**config.mk**
```make
export PLATFORM = sky130hd
export DESIGN_NAME = frame_rate_moving_average_flat
export DESIGN_NICKNAME = d
export VERILOG_FILES = /design/src/design/frma_pkg.sv /design/src/design/frma_in_if.sv /design/src/design/frma_out_if.sv /design/src/design/frma_fifo.sv /design/src/design/frma_front.sv /design/src/design/frma_div.sv /design/src/design/frma_back.sv /design/src/design/frame_rate_moving_average.sv /design/src/flat_wrapper.sv
export SDC_FILE = /design/constraint.sdc
export NUM_CORES = 1
export LEC_CHECK = 0
export BUFFER_PORTS_ARGS = -buffer_cell sky130_fd_sc_hd__buf_2
export CAP_MARGIN = 20
export CORE_MARGIN = 2
export CORE_UTILIZATION = 55
export CTS_CLUSTER_SIZE = 28
export DETAILED_ROUTE_END_ITERATION = 6
export PLACE_DENSITY = 0.73
export SLEW_MARGIN = 15
export SYNTH_ARGS = -nofsm -noshare
export SYNTH_HDL_FRONTEND = slang
export SYNTH_SLANG_ARGS = --single-unit
export TNS_END_PERCENT = 1
```
**constraint.sdc**
```tcl
create_clock -name i_clk -period 5.7 [get_ports i_clk]
set_clock_uncertainty 0.15 [all_clocks]
set_input_delay 1.14 -clock i_clk [delete_from_list [all_inputs] [get_ports i_clk]]
set_output_delay 1.14 -clock i_clk [all_outputs]
set_load 0.02 [all_outputs]
```
**src/design/frma_pkg.sv**
```systemverilog
// Package for the frame rate moving average block.
// Shared widths, reset values, limits and the queue status type.
// No dependencies.
`default_nettype none

package frma_pkg;

    localparam int WINDOW_DEF = 10;
    localparam int TPS_W      = 20;
    localparam int TICK_W     = 32;
    localparam int FT_W       = 16;
    localparam int AVG_W      = 24;
    localparam int RATE_W     = 34;
    localparam int Q_DEPTH    = 2;

    localparam logic [TPS_W-1:0]  TPS_RESET = 20'd1000;
    localparam logic [FT_W-1:0]   FT_MAX    = 16'hFFFF;
    localparam logic [RATE_W-1:0] RATE_MAX  = 34'h3_FFFF_FFFF;

    typedef struct packed {
        logic full;
        logic empty;
    } t_q_stat;

endpackage

`default_nettype wire

```
**src/design/frma_in_if.sv**
```systemverilog
// Input channel of the frame rate meter: one timestamp per item.
// Uses frma_pkg for the field width.
`default_nettype none

interface frma_in_if;
    logic                          valid;
    logic                          ready;
    logic [frma_pkg::TICK_W-1:0]   tick_time;

    modport source (output valid, output tick_time, input ready);
    modport sink   (input valid, input tick_time, output ready);
endinterface

`default_nettype wire

```
**src/design/frma_out_if.sv**
```systemverilog
// Result channel of the frame rate meter: frame time, average and rate.
// Uses frma_pkg for the field widths.
`default_nettype none

interface frma_out_if;
    logic                          valid;
    logic                          ready;
    logic [frma_pkg::FT_W-1:0]     frame_time;
    logic [frma_pkg::AVG_W-1:0]    average_frame_time;
    logic [frma_pkg::RATE_W-1:0]   frame_rate;

    modport source (output valid, output frame_time, output average_frame_time,
                    output frame_rate, input ready);
    modport sink   (input valid, input frame_time, input average_frame_time,
                    input frame_rate, output ready);
endinterface

`default_nettype wire

```
**src/design/frma_fifo.sv**
```systemverilog
// Short queue of frame times between the front and the back part.
// Depends on frma_pkg for depth, width and the status struct.
`default_nettype none

module frma_fifo (
    input  wire logic                        i_clk,
    input  wire logic                        i_rst_n,
    input  wire logic                        i_push,
    input  wire logic [frma_pkg::FT_W-1:0]   i_data,
    input  wire logic                        i_pop,
    output frma_pkg::t_q_stat                o_stat,
    output logic      [frma_pkg::FT_W-1:0]   o_data
);
    localparam int PW = (frma_pkg::Q_DEPTH > 1) ? $clog2(frma_pkg::Q_DEPTH) : 1;
    localparam int CW = $clog2(frma_pkg::Q_DEPTH + 1);

    logic [frma_pkg::FT_W-1:0] r_mem [frma_pkg::Q_DEPTH];
    logic [PW-1:0]             r_wp;
    logic [PW-1:0]             r_rp;
    logic [CW-1:0]             r_cnt;
    logic                      w_push;
    logic                      w_pop;

    assign o_stat.full  = (r_cnt == CW'(frma_pkg::Q_DEPTH));
    assign o_stat.empty = (r_cnt == '0);
    assign w_push       = i_push && !o_stat.full;
    assign w_pop        = i_pop && !o_stat.empty;
    assign o_data       = r_mem[r_rp];

    always_ff @(posedge i_clk) begin
        if (w_push) begin
            r_mem[r_wp] <= i_data;
        end
    end

    always_ff @(posedge i_clk) begin
        if (!i_rst_n) begin
            r_wp  <= '0;
            r_rp  <= '0;
            r_cnt <= '0;
        end else begin
            if (w_push) begin
                r_wp <= (r_wp == PW'(frma_pkg::Q_DEPTH - 1)) ? '0 : r_wp + 1'b1;
            end
            if (w_pop) begin
                r_rp <= (r_rp == PW'(frma_pkg::Q_DEPTH - 1)) ? '0 : r_rp + 1'b1;
            end
            if (w_push && !w_pop) begin
                r_cnt <= r_cnt + 1'b1;
            end else if (w_pop && !w_push) begin
                r_cnt <= r_cnt - 1'b1;
            end
        end
    end
endmodule

`default_nettype wire

```
**src/design/frma_front.sv**
```systemverilog
// Front part: accepts timestamps and forms the saturated frame time.
// Depends on frma_pkg and frma_in_if; feeds frma_fifo.
`default_nettype none

module frma_front (
    input  wire logic                        i_clk,
    input  wire logic                        i_rst_n,
    frma_in_if.sink                          i_item,
    input  wire frma_pkg::t_q_stat           i_q_stat,
    output logic                             o_push,
    output logic      [frma_pkg::FT_W-1:0]   o_ft
);
    logic [frma_pkg::TICK_W-1:0] r_prev;
    logic                        r_have;
    logic [frma_pkg::TICK_W-1:0] w_diff;

    assign i_item.ready = !i_q_stat.full;
    assign o_push       = i_item.valid && !i_q_stat.full;
    assign w_diff       = i_item.tick_time - r_prev;

    always_comb begin
        if (!r_have) begin
            o_ft = '0;
        end else if (|w_diff[frma_pkg::TICK_W-1:frma_pkg::FT_W]) begin
            o_ft = frma_pkg::FT_MAX;
        end else begin
            o_ft = w_diff[frma_pkg::FT_W-1:0];
        end
    end

    always_ff @(posedge i_clk) begin
        if (!i_rst_n) begin
            r_prev <= '0;
            r_have <= 1'b0;
        end else if (o_push) begin
            r_prev <= i_item.tick_time;
            r_have <= 1'b1;
        end
    end
endmodule

`default_nettype wire

```
**src/design/frma_div.sv**
```systemverilog
// Restoring divider, one quotient bit per cycle.
// No dependencies; used twice by frma_back.
`default_nettype none

module frma_div #(
    parameter int N_W = 32,
    parameter int D_W = 20
) (
    input  wire logic             i_clk,
    input  wire logic             i_rst_n,
    input  wire logic             i_start,
    input  wire logic [N_W-1:0]   i_num,
    input  wire logic [D_W-1:0]   i_den,
    output logic                  o_busy,
    output logic      [N_W-1:0]   o_quot
);
    localparam int CW = $clog2(N_W + 1);

    logic [D_W-1:0] r_rem;
    logic [N_W-1:0] r_quot;
    logic [D_W-1:0] r_den;
    logic [CW-1:0]  r_cnt;
    logic           r_busy;
    logic [D_W:0]   w_sh;
    logic [D_W:0]   w_sub;
    logic           w_ge;

    assign w_sh   = {r_rem, r_quot[N_W-1]};
    assign w_sub  = w_sh - {1'b0, r_den};
    assign w_ge   = (w_sh >= {1'b0, r_den});
    assign o_busy = r_busy;
    assign o_quot = r_quot;

    always_ff @(posedge i_clk) begin
        if (i_start) begin
            r_rem  <= '0;
            r_quot <= i_num;
            r_den  <= i_den;
        end else if (r_busy) begin
            r_rem  <= w_ge ? w_sub[D_W-1:0] : w_sh[D_W-1:0];
            r_quot <= {r_quot[N_W-2:0], w_ge};
        end
    end

    always_ff @(posedge i_clk) begin
        if (!i_rst_n) begin
            r_busy <= 1'b0;
            r_cnt  <= '0;
        end else if (i_start) begin
            r_busy <= 1'b1;
            r_cnt  <= CW'(N_W);
        end else if (r_busy) begin
            r_cnt <= r_cnt - 1'b1;
            if (r_cnt == CW'(1)) begin
                r_busy <= 1'b0;
            end
        end
    end
endmodule

`default_nettype wire

```
**src/design/frma_back.sv**
```systemverilog
// Back part: ring of frame times, running sum, both divisions, result register.
// Depends on frma_pkg, frma_out_if and frma_div.
`default_nettype none

module frma_back #(
    parameter int WINDOW = frma_pkg::WINDOW_DEF
) (
    input  wire logic                         i_clk,
    input  wire logic                         i_rst_n,
    input  wire logic [frma_pkg::TPS_W-1:0]   i_tps,
    input  wire logic [frma_pkg::FT_W-1:0]    i_q_data,
    input  wire frma_pkg::t_q_stat            i_q_stat,
    output logic                              o_q_pop,
    frma_out_if.source                        o_result
);
    localparam int CNT_W = $clog2(WINDOW + 1);
    localparam int IDX_W = (WINDOW > 1) ? $clog2(WINDOW) : 1;
    localparam int SUM_W = frma_pkg::FT_W + CNT_W;
    localparam int AN_W  = SUM_W + 8;
    localparam int PR_W  = frma_pkg::TPS_W + CNT_W;
    localparam int RN_W  = PR_W + 8;
    localparam int EXT_W = (RN_W > frma_pkg::RATE_W) ? RN_W : frma_pkg::RATE_W;

    typedef enum logic [4:0] {
        S_IDLE = 5'b00001,
        S_UPD  = 5'b00010,
        S_DIV  = 5'b00100,
        S_WAIT = 5'b01000,
        S_OUT  = 5'b10000
    } t_bstate;

    t_bstate                     r_state;
    t_bstate                     n_state;
    logic [frma_pkg::FT_W-1:0]   r_ring [WINDOW];
    logic [frma_pkg::FT_W-1:0]   r_old;
    logic [frma_pkg::FT_W-1:0]   r_ft;
    logic [IDX_W-1:0]            r_slot;
    logic [CNT_W-1:0]            r_count;
    logic [SUM_W-1:0]            r_sum;
    logic [SUM_W-1:0]            n_sum;
    logic                        w_full;
    logic                        w_load;
    logic                        w_start;
    logic [PR_W-1:0]             w_prod;
    logic                        w_a_busy;
    logic                        w_r_busy;
    logic [AN_W-1:0]             w_a_quot;
    logic [RN_W-1:0]             w_r_quot;
    logic [EXT_W-1:0]            w_r_ext;
    logic [frma_pkg::RATE_W-1:0] w_rate;
    logic                        r_ovalid;
    logic [frma_pkg::FT_W-1:0]   r_o_ft;
    logic [frma_pkg::AVG_W-1:0]  r_o_avg;
    logic [frma_pkg::RATE_W-1:0] r_o_rate;

    assign w_full  = (r_count == CNT_W'(WINDOW));
    assign o_q_pop = (r_state == S_IDLE) && !i_q_stat.empty;
    assign w_start = (r_state == S_DIV);
    assign w_load  = (r_state == S_OUT) && (!r_ovalid || o_result.ready);
    assign w_prod  = PR_W'(i_tps) * PR_W'(r_count);
    assign n_sum   = r_sum - (w_full ? SUM_W'(r_old) : '0) + SUM_W'(r_ft);
    assign w_r_ext = EXT_W'(w_r_quot);

    always_comb begin
        if (r_sum == '0) begin
            w_rate = '0;
        end else if (w_r_ext > EXT_W'(frma_pkg::RATE_MAX)) begin
            w_rate = frma_pkg::RATE_MAX;
        end else begin
            w_rate = w_r_ext[frma_pkg::RATE_W-1:0];
        end
    end

    frma_div #(.N_W(AN_W), .D_W(CNT_W)) u_div_avg (
        .i_clk   (i_clk),
        .i_rst_n (i_rst_n),
        .i_start (w_start),
        .i_num   ({r_sum, 8'b0}),
        .i_den   (r_count),
        .o_busy  (w_a_busy),
        .o_quot  (w_a_quot)
    );

    frma_div #(.N_W(RN_W), .D_W(SUM_W)) u_div_rate (
        .i_clk   (i_clk),
        .i_rst_n (i_rst_n),
        .i_start (w_start),
        .i_num   ({w_prod, 8'b0}),
        .i_den   (r_sum),
        .o_busy  (w_r_busy),
        .o_quot  (w_r_quot)
    );

    always_comb begin
        n_state = r_state;
        case (r_state)
            S_IDLE: begin
                if (!i_q_stat.empty) begin
                    n_state = S_UPD;
                end
            end
            S_UPD:  n_state = S_DIV;
            S_DIV:  n_state = S_WAIT;
            S_WAIT: begin
                if (!w_a_busy && !w_r_busy) begin
                    n_state = S_OUT;
                end
            end
            S_OUT: begin
                if (w_load) begin
                    n_state = S_IDLE;
                end
            end
            default: n_state = S_IDLE;
        endcase
    end

    // ring memory, registered read of the entry at the current slot
    always_ff @(posedge i_clk) begin
        if (r_state == S_UPD) begin
            r_ring[r_slot] <= r_ft;
        end
        r_old <= r_ring[r_slot];
    end

    always_ff @(posedge i_clk) begin
        if (o_q_pop) begin
            r_ft <= i_q_data;
        end
        if (w_load) begin
            r_o_ft   <= r_ft;
            r_o_avg  <= w_a_quot[frma_pkg::AVG_W-1:0];
            r_o_rate <= w_rate;
        end
    end

    always_ff @(posedge i_clk) begin
        if (!i_rst_n) begin
            r_state  <= S_IDLE;
            r_slot   <= '0;
            r_count  <= '0;
            r_sum    <= '0;
            r_ovalid <= 1'b0;
        end else begin
            r_state <= n_state;
            if (r_state == S_UPD) begin
                r_sum  <= n_sum;
                r_slot <= (r_slot == IDX_W'(WINDOW - 1)) ? '0 : r_slot + 1'b1;
                if (!w_full) begin
                    r_count <= r_count + 1'b1;
                end
            end
            if (w_load) begin
                r_ovalid <= 1'b1;
            end else if (o_result.ready) begin
                r_ovalid <= 1'b0;
            end
        end
    end

    assign o_result.valid              = r_ovalid;
    assign o_result.frame_time         = r_o_ft;
    assign o_result.average_frame_time = r_o_avg;
    assign o_result.frame_rate         = r_o_rate;
endmodule

`default_nettype wire

```
**src/design/frame_rate_moving_average.sv**
```systemverilog
// Top level of the moving average frame rate meter.
// Depends on frma_pkg, frma_in_if, frma_out_if, frma_front, frma_fifo, frma_back.
//
//   channel   dir   item fields
//   i_item    in    tick_time[31:0]
//   o_result  out   frame_time[15:0], average_frame_time[23:0], frame_rate[33:0]
//   i_cfg_*   in    ticks_per_second[19:0], written when i_cfg_we is high
//
// The back part takes one item at a time; the bit-serial rate divider, the
// wider of its two dividers, sets how long each item takes; the front takes an item
// a cycle until the two-entry queue fills.
// Reset is synchronous, active low, and clears all control state.
// A valid result is held while o_result.ready is low; the back part goes on
// with the next queued item meanwhile, then waits until the register is taken.
`default_nettype none

module frame_rate_moving_average #(
    parameter int WINDOW = frma_pkg::WINDOW_DEF
) (
    input  wire logic                         i_clk,
    input  wire logic                         i_rst_n,
    input  wire logic                         i_cfg_we,
    input  wire logic [frma_pkg::TPS_W-1:0]   i_cfg_wdata,
    frma_in_if.sink                           i_item,
    frma_out_if.source                        o_result
);
    logic [frma_pkg::TPS_W-1:0] r_tps;
    logic                       w_push;
    logic                       w_pop;
    logic [frma_pkg::FT_W-1:0]  w_push_ft;
    logic [frma_pkg::FT_W-1:0]  w_pop_ft;
    frma_pkg::t_q_stat          w_q_stat;

    always_ff @(posedge i_clk) begin
        if (!i_rst_n) begin
            r_tps <= frma_pkg::TPS_RESET;
        end else if (i_cfg_we) begin
            r_tps <= i_cfg_wdata;
        end
    end

    frma_front u_front (
        .i_clk    (i_clk),
        .i_rst_n  (i_rst_n),
        .i_item   (i_item),
        .i_q_stat (w_q_stat),
        .o_push   (w_push),
        .o_ft     (w_push_ft)
    );

    frma_fifo u_fifo (
        .i_clk   (i_clk),
        .i_rst_n (i_rst_n),
        .i_push  (w_push),
        .i_data  (w_push_ft),
        .i_pop   (w_pop),
        .o_stat  (w_q_stat),
        .o_data  (w_pop_ft)
    );

    frma_back #(.WINDOW(WINDOW)) u_back (
        .i_clk    (i_clk),
        .i_rst_n  (i_rst_n),
        .i_tps    (r_tps),
        .i_q_data (w_pop_ft),
        .i_q_stat (w_q_stat),
        .o_q_pop  (w_pop),
        .o_result (o_result)
    );
endmodule

`default_nettype wire

```
**src/flat_wrapper.sv**
```systemverilog
// flat-port wrapper written by rule: the top's interface ports become plain ports
module frame_rate_moving_average_flat 
#(
    parameter int WINDOW = frma_pkg::WINDOW_DEF
)
  (i_clk, i_rst_n, i_cfg_we, i_cfg_wdata, i_item_valid, i_item_tick_time, i_item_ready, o_result_valid, o_result_frame_time, o_result_average_frame_time, o_result_frame_rate, o_result_ready);
  frma_in_if i_item_i ();
  frma_out_if o_result_i ();
  input  wire logic i_clk;
  input  wire logic i_rst_n;
  input  wire logic i_cfg_we;
  input  wire logic [frma_pkg::TPS_W-1:0] i_cfg_wdata;
  input wire logic [$bits(i_item_i.valid)-1:0] i_item_valid;
  input wire logic [$bits(i_item_i.tick_time)-1:0] i_item_tick_time;
  output wire logic [$bits(i_item_i.ready)-1:0] i_item_ready;
  output wire logic [$bits(o_result_i.valid)-1:0] o_result_valid;
  output wire logic [$bits(o_result_i.frame_time)-1:0] o_result_frame_time;
  output wire logic [$bits(o_result_i.average_frame_time)-1:0] o_result_average_frame_time;
  output wire logic [$bits(o_result_i.frame_rate)-1:0] o_result_frame_rate;
  input wire logic [$bits(o_result_i.ready)-1:0] o_result_ready;
  assign i_item_i.valid = i_item_valid;
  assign i_item_i.tick_time = i_item_tick_time;
  assign i_item_ready = i_item_i.ready;
  assign o_result_valid = o_result_i.valid;
  assign o_result_frame_time = o_result_i.frame_time;
  assign o_result_average_frame_time = o_result_i.average_frame_time;
  assign o_result_frame_rate = o_result_i.frame_rate;
  assign o_result_i.ready = o_result_ready;
  frame_rate_moving_average #(.WINDOW(WINDOW)) u_core (.i_clk(i_clk), .i_rst_n(i_rst_n), .i_cfg_we(i_cfg_we), .i_cfg_wdata(i_cfg_wdata), .i_item(i_item_i), .o_result(o_result_i));
endmodule
```
==> results.py <==
metrics = {
    "setup_path": {
        "cp_slowest_cell": "dfxtp_1",
        "arrival_ns": 5.36,
        "path_class": "flip-flop to flip-flop",
        "crit_buf_inv": 1,
        "required_ns": 5.88,
        "crit_path_frequent_cell": "a21oi_1",
        "r2r_cells": 15,
        "cp-startpoint": "u_core.u_back.r_count[2]",
        "path_depth": 15,
        "cp-start-kind": "flip-flop",
        "reg2reg_from": "u_core.u_back.r_count[2]",
        "cp_cell_sequence": "nand2_1, fa_1, fa_1, inv_1, ha_1, nor2b_1, o21ai_0, a21oi_1, o41ai_1, a211oi_1, o41ai_1, a21oi_1, a21oi_1, xor2_1, o21ai_0",
        "end_kind": "flip-flop",
        "cpPeakStageDelay_ns": 0.84,
        "crit_family": "compound AO/OA/AOI/OAI gates",
        "path_max_fanout": 24,
    },
    "min_path": {
        "min_path_cells": 0,
        "hold_start": "u_core.u_back.u_div_avg.o_quot[14]",
        "hold_class": "flip-flop to flip-flop",
    },
    "global_route": {
        "grtUsageTotal": 0.214,
        "grt-ovfl-total": 0,
        "antenna_found_initial": 0,
        "grt_max_degree": 81,
        "grt_pass1_wl_mm": 86.1,
        "grt_pass1_vias": 16900,
    },
    "clock_network": {
        "hold_buffers": 0,
        "post_cts_buffers": 0,
        "clkTransAtPathRegs_ns": 0.06,
        "cts_resized": 0,
        "cts_tree": "done",
        "clock_latency_ns": 0.61,
        "cts_max_path_buffers": 3,
        "htreeDepth": 2,
        "cts-root-buf": "clkbuf_16",
        "cts.sinks": 508,
        "numCtsBuffers": 53,
    },
    "routing": {
        "totalWireLength_mm": 52.6,
        "firstDrtPassIters": 6,
        "route.vias.total": 17100,
        "wire_per_inst_um": 17.0,
        "drt_iter0_markers": 1172,
        "route.detailed.vias_per_inst": 5.52,
        "antenna_left": 0,
        "drc": 0,
    },
    "placed_design": {
        "port_buffers": 130,
        "dp_slack_ns": 0.567,
        "hpwlAfterDp_mm": 37.0,
        "gp_congestion": 0.888,
        "placed_area_mm2": 0.0274,
        "dp_cells": 2996,
    },
    "sta": {
        "fin_ws_ns": 0.520,
        "slew_violations": 0,
        "fin_crit_sh": 0.909,
        "setup_tns_ns": 0,
        "rsz0062_at_grt": "no",
        "setup-violations-final": 0,
        "hold_violations": 0,
        "fmax_ghz": 0.193,
        "worstMarginPinSlew_ns": 0.981,
        "min_period_ns": 5.18,
        "slew_headroom": 0.346,
    },
    "status": {
        "status": "complete, no violations",
    },
    "synth": {
        "yosysMostFrequentCell": "edfxtp_1",
        "synth_top_area_frac": 0.400,
        "synthCells": 2331,
        "synth-seq-cells": 508,
        "synth_area_mm2": 0.0262,
        "yosysSeqAreaShare": 0.522,
        "synthArstFlopShare": 0,
        "synthTopCellsByCount": "edfxtp_1 (348), inv_1 (232), nand2_1 (189)",
        "synth_enable_flop_cells": 348,
        "synthTopCellsByArea": "edfxtp_1 (40%), dfxtp_1 (12%), ha_1 (5.4%)",
        "synth_area_leader_cell": "edfxtp_1",
        "synthDistinctLibCells": 86,
        "synth.avg_cell_area_um2": 11.2,
        "synth_top_flop_cell": "edfxtp_1",
        "yosysWarnings": 0,
    },
    "cells_and_area": {
        "antennaDiodeCount": 0,
        "multi_input_area_mm2": 0.0112,
        "nets": 2672,
        "regArea_mm2": 0.0137,
        "post-route-cell-area_mm2": 0.0293,
        "drive_above_1_share": 0.139,
        "num-fill-cells": 3647,
        "fin_cells": 3100,
        "area_growth_pct": 12.0,
    },
    "pwr": {
        "ir_drop_mv": 0.280,
        "p_per_area_mw_per_mm2": 408,
        "power_leakage_nw": 11.4,
        "finalPower_w": 0.0120,
    },
    "die": {
        "io_pins": 133,
        "die_h_um": 222,
        "num_rows": 79,
        "dieWidth_um": 222,
        "core_area_mm2": 0.0468,
        "die-area_mm2": 0.0493,
        "start_util": 0.559,
    },
    "run": {
        "maxCapViolCount": 0,
    },
}
metrics by stage:
step,hold slack (ns),util
global placement,0.289,0.587
CTS,0.300,0.625
floorplan,0.277,-
global route,0.314,0.626
finish,0.295,0.626
detailed placement,0.290,0.587
placed cells by master, fill, tap and decap left out, drive strengths merged, types with 55 or more instances in the layout:
cell    count
clkbuf     62
fa         55
mux2i      77
inv       239
nor2b      76
nand3      76
buf       173
nor2       96
edfxtp    348
ha        112
nand2     189
dfxtp     160
and2       94
a21oi      99
o21ai     120
registers in the layout, summed over array words and instances, names as in the netlist, 24 cells and up:
| name | flops |
|---|---|
| u_core.u_back.o_result.average_frame_time | 24 |
| u_core.u_back.o_result.frame_rate | 32 |
| u_core.u_back.r_ring | 160 |
| u_core.u_back.u_div_avg.o_quot | 28 |
| u_core.u_back.u_div_rate.o_quot | 32 |
| u_core.u_fifo.r_mem | 32 |
| u_core.u_front.r_prev | 32 |
path summary, 6_finish.rpt:
kind | to | slack (ns)
hold reg to reg | u_core.u_back.o_result.average_frame_time[14] | 0.30
setup / recovery | u_core.u_back.u_div_rate.o_quot[30] | 0.52
setup reg to reg | u_core.u_back.u_div_rate.o_quot[30] | 0.52
hold / removal | u_core.u_back.o_result.average_frame_time[14] | 0.30
layout make-up:
class,instances,share of cell area
Clock buffer,62,0.0471
Timing Repair Buffer,173,0.0353
Inverter,233,0.0299
Multi-Input combinational cell,1479,0.382
Clock inverter,38,0.0132
Sequential cell,508,0.466
Tap cell,607,0.0259
kinds of logic (layout without fill, tap and decap cells):
group           after synthesis  in the layout  synth area share
other cells                   1              2          0.000143
xor+xnor                     80             80            0.0268
compound gates              445            445             0.110
simple gates                658            658             0.127
fa+ha+maj                   167            167            0.0957
buf+inv                     345            506            0.0533
mux                         127            127            0.0648
flops                       508            508             0.522
report_power, final:
part           total (W)  internal, W  switching (W)
sequential       0.00483      0.00455       0.000281
clock            0.00346      0.00198        0.00148
combinational    0.00367      0.00152        0.00215
routing by layer:
| metal | up-vias | share of wire | GRT usage |
|---|---|---|---|
| met5 | - | 0 | 0 |
| met4 | 0 | 0.021 | 0.0604 |
| met3 | 71 | 0.039 | 0.0301 |
| met2 | 350 | 0.50 | 0.370 |
| met1 | 8250 | 0.44 | 0.282 |
| li1 | 8443 | - | - |
No activity file was read; power rests on OpenSTA's default activity.
